--- src/rtl/core/ashp_pkg.sv ---
// Shared types and constants for the ASCII signed hex/decimal parser.
`timescale 1ns / 1ps

package ashp_pkg;

  localparam int unsigned RESULT_BITS = 64;
  localparam int unsigned DEC_BASE    = 10;

  // Largest hex magnitude that can still take one more digit (0xFFFFFFFF >> 4)
  localparam logic [31:0] HEX_PRE_MAX = 32'h0FFF_FFFF;

  localparam logic [7:0] CH_NUL   = 8'h00;
  localparam logic [7:0] CH_MINUS = 8'h2D;
  localparam logic [7:0] CH_ZERO  = 8'h30;
  localparam logic [7:0] CH_NINE  = 8'h39;
  localparam logic [7:0] CH_UA    = 8'h41;
  localparam logic [7:0] CH_UF    = 8'h46;
  localparam logic [7:0] CH_LA    = 8'h61;
  localparam logic [7:0] CH_LF    = 8'h66;
  localparam logic [7:0] CH_X     = 8'h78;

  typedef enum logic [2:0] {
    PH_START,
    PH_MINUS,
    PH_ZERO,
    PH_PREFIX,
    PH_HEX,
    PH_DEC,
    PH_ENDED
  } phase_e;

  typedef enum logic [1:0] {
    ST_OK       = 2'd0,
    ST_SYNTAX   = 2'd1,
    ST_OVERFLOW = 2'd2
  } status_e;

  typedef struct packed {
    phase_e phase;
    logic   negative;
    logic   syntax_bad;
    logic   overflowed;
  } flags_t;

  localparam flags_t FLAGS_RESET = '{phase: PH_START, negative: 1'b0,
                                     syntax_bad: 1'b0, overflowed: 1'b0};

endpackage

--- src/rtl/core/ashp_step.sv ---
// Per-character parser step: phase update, digit accumulation, final value.
`timescale 1ns / 1ps

module ashp_step #(
  parameter int unsigned VALUE_WIDTH = 64
) (
  input  ashp_pkg::flags_t         flags_i,
  input  logic [VALUE_WIDTH-1:0]   acc_i,
  input  logic [VALUE_WIDTH-1:0]   nacc_i,
  input  logic [7:0]               char_code_i,
  input  logic                     last_i,
  output ashp_pkg::flags_t         flags_o,
  output logic [VALUE_WIDTH-1:0]   acc_o,
  output logic [VALUE_WIDTH-1:0]   nacc_o,
  output logic [ashp_pkg::RESULT_BITS-1:0] value_o,
  output logic [1:0]               status_o
);
  import ashp_pkg::*;

  localparam logic [VALUE_WIDTH-1:0] HALF    = {1'b1, {(VALUE_WIDTH-1){1'b0}}};
  localparam logic [VALUE_WIDTH-1:0] BASE    = VALUE_WIDTH'(DEC_BASE);
  localparam logic [VALUE_WIDTH-1:0] POS_LIM = HALF - VALUE_WIDTH'(1);
  localparam logic [VALUE_WIDTH-1:0] POS_DIV = POS_LIM / BASE;
  localparam logic [VALUE_WIDTH-1:0] NEG_DIV = HALF / BASE;
  localparam logic [3:0]             POS_MOD = 4'(POS_LIM % BASE);
  localparam logic [3:0]             NEG_MOD = 4'(HALF % BASE);
  localparam logic [VALUE_WIDTH-1:0] HEX_MAX =
    {{(VALUE_WIDTH-32){1'b0}}, HEX_PRE_MAX};

  flags_t                 fl;
  logic                   is_dec;
  logic                   is_hex;
  logic [3:0]             digit;
  logic                   add_dec;
  logic                   add_hex;
  logic [VALUE_WIDTH-1:0] lim_div;
  logic [3:0]             lim_mod;
  logic [VALUE_WIDTH-1:0] sel;

  always_comb begin
    is_dec = (char_code_i inside {[CH_ZERO:CH_NINE]});
    is_hex = is_dec || (char_code_i inside {[CH_LA:CH_LF], [CH_UA:CH_UF]});
    // letters a-f / A-F have low nibble 1..6
    digit  = is_dec ? char_code_i[3:0] : (char_code_i[3:0] + 4'd9);

    fl      = flags_i;
    add_dec = 1'b0;
    add_hex = 1'b0;

    if (flags_i.phase != PH_ENDED) begin
      if (char_code_i == CH_NUL) begin
        if (flags_i.phase inside {PH_START, PH_PREFIX}) fl.syntax_bad = 1'b1;
        fl.phase = PH_ENDED;
      end else begin
        case (flags_i.phase)
          PH_START, PH_MINUS: begin
            if (char_code_i == CH_MINUS && flags_i.phase == PH_START) begin
              fl.negative = 1'b1;
              fl.phase    = PH_MINUS;
            end else if (char_code_i == CH_ZERO) begin
              fl.phase = PH_ZERO;
            end else begin
              fl.phase = PH_DEC;
              if (is_dec) add_dec = 1'b1;
              else        fl.syntax_bad = 1'b1;
            end
          end
          PH_ZERO: begin
            if (char_code_i == CH_X) begin
              fl.phase = PH_PREFIX;
            end else begin
              fl.phase = PH_DEC;
              if (is_dec) add_dec = 1'b1;
              else        fl.syntax_bad = 1'b1;
            end
          end
          PH_PREFIX, PH_HEX: begin
            fl.phase = PH_HEX;
            if (is_hex) add_hex = 1'b1;
            else        fl.syntax_bad = 1'b1;
          end
          default: begin
            if (is_dec) add_dec = 1'b1;
            else        fl.syntax_bad = 1'b1;
          end
        endcase
      end
    end

    // magnitude and its two's complement are kept side by side
    lim_div = flags_i.negative ? NEG_DIV : POS_DIV;
    lim_mod = flags_i.negative ? NEG_MOD : POS_MOD;
    acc_o   = acc_i;
    nacc_o  = nacc_i;
    if (add_dec && !flags_i.overflowed) begin
      if (acc_i > lim_div || (acc_i == lim_div && digit > lim_mod)) begin
        fl.overflowed = 1'b1;
      end else begin
        acc_o  = (acc_i << 3) + (acc_i << 1) + VALUE_WIDTH'(digit);
        nacc_o = (nacc_i << 3) + (nacc_i << 1) - VALUE_WIDTH'(digit);
      end
    end
    if (add_hex && !flags_i.overflowed) begin
      if (acc_i > HEX_MAX) begin
        fl.overflowed = 1'b1;
      end else begin
        acc_o  = {acc_i[VALUE_WIDTH-5:0], digit};
        nacc_o = {nacc_i[VALUE_WIDTH-5:0], 4'b0000} - VALUE_WIDTH'(digit);
      end
    end

    // end of string on the last word
    if (last_i) begin
      if (fl.phase inside {PH_START, PH_PREFIX}) fl.syntax_bad = 1'b1;
      fl.phase = PH_ENDED;
    end
    flags_o = fl;

    sel = fl.negative ? nacc_o : acc_o;
    if (fl.syntax_bad) begin
      value_o  = '1;
      status_o = ST_SYNTAX;
    end else if (fl.overflowed) begin
      value_o  = '1;
      status_o = ST_OVERFLOW;
    end else begin
      value_o  = RESULT_BITS'($signed(sel));
      status_o = ST_OK;
    end
  end

endmodule

--- src/rtl/core/ascii_signed_hex_dec_parser.sv ---
// Top level of the ASCII signed hex/decimal string parser.
`timescale 1ns / 1ps
//
// Usage:
//   Input channel (in_valid_i / in_ready_o) carries one ASCII character per
//   word, with last_i marking the final character of a string. A 0 character
//   terminates the string early; later characters up to last are ignored.
//   Output channel (out_valid_o / out_ready_i) carries one word per string,
//   produced for the input word marked last: value_o (signed 64-bit, -1 on
//   error) and status_o (0 ok, 1 bad syntax or empty, 2 overflow).
// Timing:
//   One character per cycle sustained, except while a last character waits
//   for the output. A word is captured in the input register, is folded into
//   the parser state by one shift-add step, and the result of a last character
//   lands in the output register. The x10 / x16 shift-add sets the cycle time.
// Reset:
//   rst_ni clears both registers' valid flags and the parser state; the
//   first string may start right after reset.
// Back-pressure:
//   Non-last characters never wait for the output. A last character waits in
//   the input register while an earlier result is still held; in_ready_o then
//   drops until out_ready_i takes that result.

module ascii_signed_hex_dec_parser #(
  parameter int unsigned VALUE_WIDTH = 64
) (
  input  logic        clk_i,
  input  logic        rst_ni,
  input  logic        in_valid_i,
  output logic        in_ready_o,
  input  logic [7:0]  char_code_i,
  input  logic        last_i,
  output logic        out_valid_o,
  input  logic        out_ready_i,
  output logic [63:0] value_o,
  output logic [1:0]  status_o
);
  import ashp_pkg::*;

  logic                   in_vld_q;
  logic [7:0]             char_q;
  logic                   last_q;
  flags_t                 flags_q, flags_d;
  logic [VALUE_WIDTH-1:0] acc_q, acc_d;
  logic [VALUE_WIDTH-1:0] nacc_q, nacc_d;
  logic                   out_vld_q;
  logic [63:0]            value_q, value_d;
  logic [1:0]             status_q, status_d;
  logic                   out_free;
  logic                   adv;
  logic                   in_take;

  assign out_free   = !out_vld_q || out_ready_i;
  assign adv        = in_vld_q && (!last_q || out_free);
  assign in_ready_o = !in_vld_q || adv;
  assign in_take    = in_valid_i && in_ready_o;

  ashp_step #(
    .VALUE_WIDTH(VALUE_WIDTH)
  ) u_step (
    .flags_i     (flags_q),
    .acc_i       (acc_q),
    .nacc_i      (nacc_q),
    .char_code_i (char_q),
    .last_i      (last_q),
    .flags_o     (flags_d),
    .acc_o       (acc_d),
    .nacc_o      (nacc_d),
    .value_o     (value_d),
    .status_o    (status_d)
  );

  always_ff @(posedge clk_i or negedge rst_ni) begin
    if (!rst_ni) begin
      in_vld_q <= 1'b0;
    end else if (in_take) begin
      in_vld_q <= 1'b1;
    end else if (adv) begin
      in_vld_q <= 1'b0;
    end
  end

  always_ff @(posedge clk_i) begin
    if (in_take) begin
      char_q <= char_code_i;
      last_q <= last_i;
    end
  end

  always_ff @(posedge clk_i or negedge rst_ni) begin
    if (!rst_ni) begin
      flags_q <= FLAGS_RESET;
      acc_q   <= '0;
      nacc_q  <= '0;
    end else if (adv) begin
      if (last_q) begin
        flags_q <= FLAGS_RESET;
        acc_q   <= '0;
        nacc_q  <= '0;
      end else begin
        flags_q <= flags_d;
        acc_q   <= acc_d;
        nacc_q  <= nacc_d;
      end
    end
  end

  always_ff @(posedge clk_i or negedge rst_ni) begin
    if (!rst_ni) begin
      out_vld_q <= 1'b0;
    end else if (adv && last_q) begin
      out_vld_q <= 1'b1;
    end else if (out_ready_i) begin
      out_vld_q <= 1'b0;
    end
  end

  always_ff @(posedge clk_i) begin
    if (adv && last_q) begin
      value_q  <= value_d;
      status_q <= status_d;
    end
  end

  assign out_valid_o = out_vld_q;
  assign value_o     = value_q;
  assign status_o    = status_q;

endmodule

--- config.mk ---
export PLATFORM = sky130hd
export DESIGN_NAME = ascii_signed_hex_dec_parser
export DESIGN_NICKNAME = d
export VERILOG_FILES = /design/src/rtl/core/ashp_pkg.sv /design/src/rtl/core/ashp_step.sv /design/src/rtl/core/ascii_signed_hex_dec_parser.sv
export SDC_FILE = /design/constraint.sdc
export NUM_CORES = 1
export LEC_CHECK = 0
export ABC_AREA = 1
export BUFFER_PORTS_ARGS = -buffer_cell sky130_fd_sc_hd__buf_2
export CELL_PAD_IN_SITES_DETAIL_PLACEMENT = 2
export CELL_PAD_IN_SITES_GLOBAL_PLACEMENT = 2
export CORE_MARGIN = 5
export CORE_UTILIZATION = 30
export CTS_CLUSTER_SIZE = 8
export DETAILED_ROUTE_END_ITERATION = 6
export GPL_TIMING_DRIVEN = 0
export PLACE_DENSITY_LB_ADDON = 0.05
export SYNTH_ARGS = -nofsm -noshare
export SYNTH_HDL_FRONTEND = slang
export SYNTH_HIERARCHICAL = 1
export SYNTH_SLANG_ARGS = --single-unit
--- constraint.sdc ---
create_clock -name clk_i -period 9.8 [get_ports clk_i]
set_input_delay 0.49 -clock clk_i [delete_from_list [all_inputs] [get_ports clk_i]]
set_output_delay 0.49 -clock clk_i [all_outputs]
set_load 0.01 [all_outputs]
## Yosys cells after proc, flatten, opt, wreduce, memory -nomap -nowiden

Index checks and enable logic that the tools add are counted.

| storage, ports and cells | value |
|---|---|
| bits in registers | 211 |
| bits of input ports | 13 |
| output and inout bits | 68 |
| word-level logic and storage cells | 120 |

| operators by class | value |
|---|---|
| $add $sub $neg | 6 |
| order comparisons | 9 |
| eq/ne operators | 10 |
| multiplexer cells | 53 |
| reduce and logical (&&, ||, !) cells | 30 |

Operator list:

| operator | number |
|---|---|
| 2-to-1 mux 64 bit | 11 |
| adder 64 bit | 2 |
| subtractor 64 x 4 -> 64 bit | 2 |
| adder 64 x 4 -> 64 bit | 1 |
| == test 64 x 60 -> 1 bit, second input constant | 1 |
| > comparator 64 x 28 -> 1 bit, second input constant | 1 |
| > comparator 64 x 60 -> 1 bit, second input constant | 1 |
| 2-to-1 mux 1 bit | 30 |
| == test 8 x 6 -> 1 bit, second input constant | 2 |
| >= comparator 8 x 7 -> 1 bit, second input constant | 2 |
| <= comparator 8 x 7 -> 1 bit, second input constant | 2 |
| 2-to-1 mux 3 bit | 4 |
| logical AND 1 bit | 10 |
| nonzero test 2 bit | 5 |
| == test 3 x 2 -> 1 bit, second input constant | 3 |
| case mux 3 bit (3 select lines) | 1 |
| == test 8 x 7 -> 1 bit, second input constant | 1 |
| >= comparator 8 x 6 -> 1 bit, second input constant | 1 |
| <= comparator 8 x 6 -> 1 bit, second input constant | 1 |
| zero test 8 bit | 1 |
| 2-to-1 mux 4 bit | 2 |
| zero test 3 bit | 2 |
| 2-to-1 mux 6 bit | 1 |
| case mux 1 bit (3 select lines) | 2 |
| other kinds (10) | 19 |

## Depth between registers and ports, before layout

| logic depth | value |
|---|---|
| depth after elaboration | 13 |
| depth in mapped cells | 30 |
| gate-level depth less buffers | 30 |

## By module

The synthesis kept the hierarchy.

Modules (own cells, without submodules):

| module | times used | cells an instance | area an instance (µm²) | seq. area each (µm²) |
|---|---|---|---|---|
| ashp_step | 1 | 4330 | 20721.1 | 0.0 |
| ascii_signed_hex_dec_parser | 1 | 654 | 7355.8 | 5655.4 |

## Least setup slack after synthesis

OpenSTA, ideal clock, no wires.

| timing | value |
|---|---|
| kind | reg-to-reg |
| start point | reg char_q[0] |
| end point | reg value_q[24], in the netlist value_o[24], data pin |
| library setup time | 261 ps |
| arrival time | 3301 ps |
| slack | 6238 ps |
| cell stages (with the launch flop) | 22 |
| buffers on the path | 0 |
| period minus slack after synthesis | 3562 ps |
| cells stage by stage | edfxtp_1 -> ha_1 -> nor2_1 -> nand2_1 -> nand3_4 -> nand2_1 -> nand2_2 -> inv_1 -> ha_1 -> ha_1 -> fa_1 -> nand2_1 -> a21oi_1 -> nand2_1 -> nand2_1 -> nand2_1 -> nand3_1 -> or2_2 -> nand4_1 -> nand3_1 -> nand3_1 -> nand3_1 |

| on the way | value |
|---|---|
| longest elaborated chain between the ends | 13 |
| elaborated cells between the ends (all ways) | 72 |
| those cells by class | add/sub: 4; order compare: 7; eq/ne: 4; mux: 43; reduce/logical: 14 |

RTL lines:

| element | RTL line | text |
|---|---|---|
| start, declared | ascii_signed_hex_dec_parser.sv:41 | `logic [7:0] char_q;` |
| start signal, assigned | ascii_signed_hex_dec_parser.sv:85 | `char_q <= char_code_i;` |
| branches (longest 13 deep; another with adder 64 x 4 -> 64 bit) | n/a |  |
| end signal, assigned | ascii_signed_hex_dec_parser.sv:120 | `value_q <= value_d;` |
| end, declared | ascii_signed_hex_dec_parser.sv:47 | `logic [63:0] value_q, value_d;` |

Several ways; the timed one is not identified.
A chain may end at the register's enable or synchronous reset.

## Final worst setup path

| timing | value |
|---|---|
| start point | reg char_q[0] |
| end point | reg value_q[56], in the netlist value_o[56], data pin |

Same word-level chain as after synthesis.

==> impl_metrics.csv <==
group,metric,value,unit
logic_synthesis,synth.top_cell.area_share,0.269,
sta,post-route-min-period,5440,ps
worst_hold_path,hold_end,"char_q[7]",
sta,max_freq,184,MHz
sta,rsz0062_at_grt,"false",
place,portBuffers,80,
sta,hold_violations,0,
logic_synthesis,syn_avg_cell_area,5.63,µm²
place,placed_cells,6320,
place,dp_hpwl,130,mm
sta,tightest_slew,1320,ps
logic_synthesis,ys.flop_type,"dfrtp_1",
place,gp_congestion,0.931,
global_route,overflow,0,
global_route,grt_max_degree,74,
cts,clockBufferDepth,3,
critical_path,cp.required,10130,ps
global_route,grt_pass1_vias,35200,
logic_synthesis,yosys.area.top_type,"nand2_1",
finish,final_nets,5370,
sta,setup_viol,0,
sta,relSlewSlack,0.110,
sta,final_max_slew_viol_count,0,
critical_path,r2r-end,"value_o[56]",
drt,met2_length,75.0,mm
cts,cts_root_buffer,"clkbuf_16",
floorplan,die_h,316,µm
critical_path,arrival,5760,ps
cts,cts_max_level,1,
logic_synthesis,synth_nets,5255,
drt,wl_per_cell,23.9,µm
critical_path,critPathMaxFanout,8,
logic_synthesis,yosys.cell_types.count,44,
floorplan,core-area,93000,µm²
job,drv_cap,0,
critical_path,r2r_cells,24,
logic_synthesis,syn_area,28100,µm²
floorplan,start_util,0.302,
drt,first_pass_iters,5,
floorplan,fp.dieArea,99800,µm²
sta,finalClockSkew,21.2,ps
logic_synthesis,async_flop_share,0.645,
pwr,p_leak,18.3,nW
worst_hold_path,hold_depth,1,
logic_synthesis,yosysMostFrequentCell,"nand2_1",
cts,clock_sink_count,211,
logic_synthesis,synth_warnings,6,
critical_path,worst_setup_path_start_kind,"flip-flop",
drt,wl_met1,64.9,mm
cts,cts_buffers,30,
cts,worstSkewPairLatency,600,ps
worst_hold_path,worstHoldStart,"char_code_i[7]",
pwr,p_per_area,248,nW/µm²
logic_synthesis,synth-seq-area-share,0.201,
pwr,vdd_ir_drop_max,178,µV
run_status,outcome,"complete, no violations",
critical_path,cp-end-kind,"flip-flop",
logic_synthesis,synth-seq-cells,211,
logic_synthesis,synthCells,4984,
floorplan,io_pins,81,
finish,instances_no_fill,6375,
floorplan,num_rows,112,
sta,tns,0,ps
sta,post-route-period-util,0.555,
drt,vias,32900,
finish,drive_above_1_share,0.0445,
critical_path,rr_startpoint,"char_q[0]",
cts,cts_tree,"built",
global_route,grt_use_total,0.298,
drt,viasPerCell,5.17,
critical_path,path_class,"reg2reg",
finish,area_growth,10.3,%
critical_path,cp-startpoint,"char_q[0]",
cts,cts_resized,0,
drt,drc_errors,0,
drt,drtAntennaViolNets,0,
logic_synthesis,ys_top_cells_by_area,"nand2_1 (27%), dfrtp_1 (12%), inv_1 (12%)",
global_route,antenna_found_initial,2,
logic_synthesis,synth_edf_count,75,
logic_synthesis,synthTopCellsByCount,"nand2_1 (2010), inv_1 (897), nand3_1 (475)",
finish,n_fill_cell,12200,
drt,highest_layer,"met4",
floorplan,die_w,316,µm
global_route,grt_pass1_wl,222,mm
drt,first_iter_violations,1742,
worst_hold_path,holdCritPathClass,"in2reg",
drt,wl_met3,4.02,mm
cts,clk_pin_slew_worst_paths,60,ps
critical_path,r2r_slack,4360,ps
drt,wl,153,mm
-- logic make-up after synthesis --
kind of cell / Yosys count / synth area share
simple gates: 3168 / 0.471
buf+inv: 1015 / 0.142
fa+ha+maj: 258 / 0.116
compound gates: 268 / 0.0508
xor+xnor: 64 / 0.0200
flops: 211 / 0.201
-- what timing repair did --
item	in CTS	in global routing
setup buffers	0	0
hold buffers	1	0
hold endpoints to repair	63	0
-- cell type report --
type / instances / area [µm²] / area share
tap: 1254 / 1570 / 0.0507
sequential: 211 / 5660 / 0.183
clock inverter: 2 / 21.3 / 0.000687
antenna: 2 / 5.00 / 0.000162
timing repair buffer: 83 / 475 / 0.0153
multi-input combinational: 3758 / 18400 / 0.595
inverter: 905 / 3400 / 0.110
buffer: 110 / 579 / 0.0187
clock buffer: 50 / 826 / 0.0267
-- per-stage QoR --
step / setup WS [ps] / total power, mW / hold slack, ps / util / cell area [µm²]
after floorplan: 6240 / 4.63 / 194 / - / 28100
final: 4360 / 7.69 / 71.1 / 0.333 / 31000
after global routing: 4090 / 8.34 / 57.1 / 0.333 / 31000
after CTS: 4360 / 7.75 / 48.4 / 0.333 / 31000
after detailed placement: 4420 / 6.71 / 477 / 0.324 / 30100
after global placement: 4530 / 6.56 / 462 / 0.323 / 30000
-- flip-flops by register name, summed over array words and instances (netlist names) --
name,flops
value_o,64
flags_q,6
nacc_q,64
out_valid_o,1
acc_q,64
char_q,8
in_vld_q,1
status_o,2
last_q,1
-- how the worst max path moves through the flow --
| stage | endpoint | slack (ps) | depth (start not counted) |
|---|---|---|---|
| finish | value_o[56] | 4360 | 24 |
| global route | value_o[56] | 4090 | 24 |
| CTS | value_o[56] | 4360 | 24 |
| detailed placement | value_o[56] | 4420 | 24 |
| global placement | value_o[56] | 4530 | 24 |
| floorplan | value_o[24] | 6240 | 21 |
-- report_power, final --
group	internal, mW	switching, mW	leakage, nW
combinational	1.50	4.03	15.3
sequential	1.03	0.117	2.54
clock	0.566	0.441	0.404
-- layout by cell type (no fill, tap or decap), types with 3 or more instances in the layout --
cell       instances
a21oi_1          176
a31oi_1           20
and2_1            50
buf_1             16
buf_2            122
buf_4             20
buf_6              5
clkbuf_1          46
clkbuf_16         30
dfrtp_1          136
edfxtp_1          75
ha_1             256
inv_1            896
inv_2              8
nand2_1         2010
nand2_2            7
nand3_1          475
nand3b_1          52
nand4_1           78
nand4_2            3
nor2_1           414
nor2_2             6
nor3_1            40
nor4_1            12
o21ai_0           51
o21bai_1          10
or2_2             12
xnor2_1            7
xor2_1            57
-- worst max-delay path: stages (launching register included) --
cell and delay (ps):
edfxtp_1 480, inv_1 140, ha_1 230, nor2_1 100, nand2_1 160, nand3_4 190
nand2_1 80, nand2_2 330, inv_1 160, ha_1 310, ha_1 280, fa_1 450
nand2_1 120, a21oi_1 400, nand2_1 110, nand2_1 240, nand2_1 100, nand3_1 250
nand2_1 240, nand3b_1 150, nand2_1 50, nand3_1 180, nand2_1 140, nand3_1 140
nand3_1 80
-- metal layers --
layer | track usage | vias to the layer above
met1 | 0.362 | 16400
met4 | 0.138 | 0
met3 | 0.0149 | 234
li1 | - | 15700
met5 | 0 | -
met2 | 0.543 | 593
(Power assumes the default switching activity.)
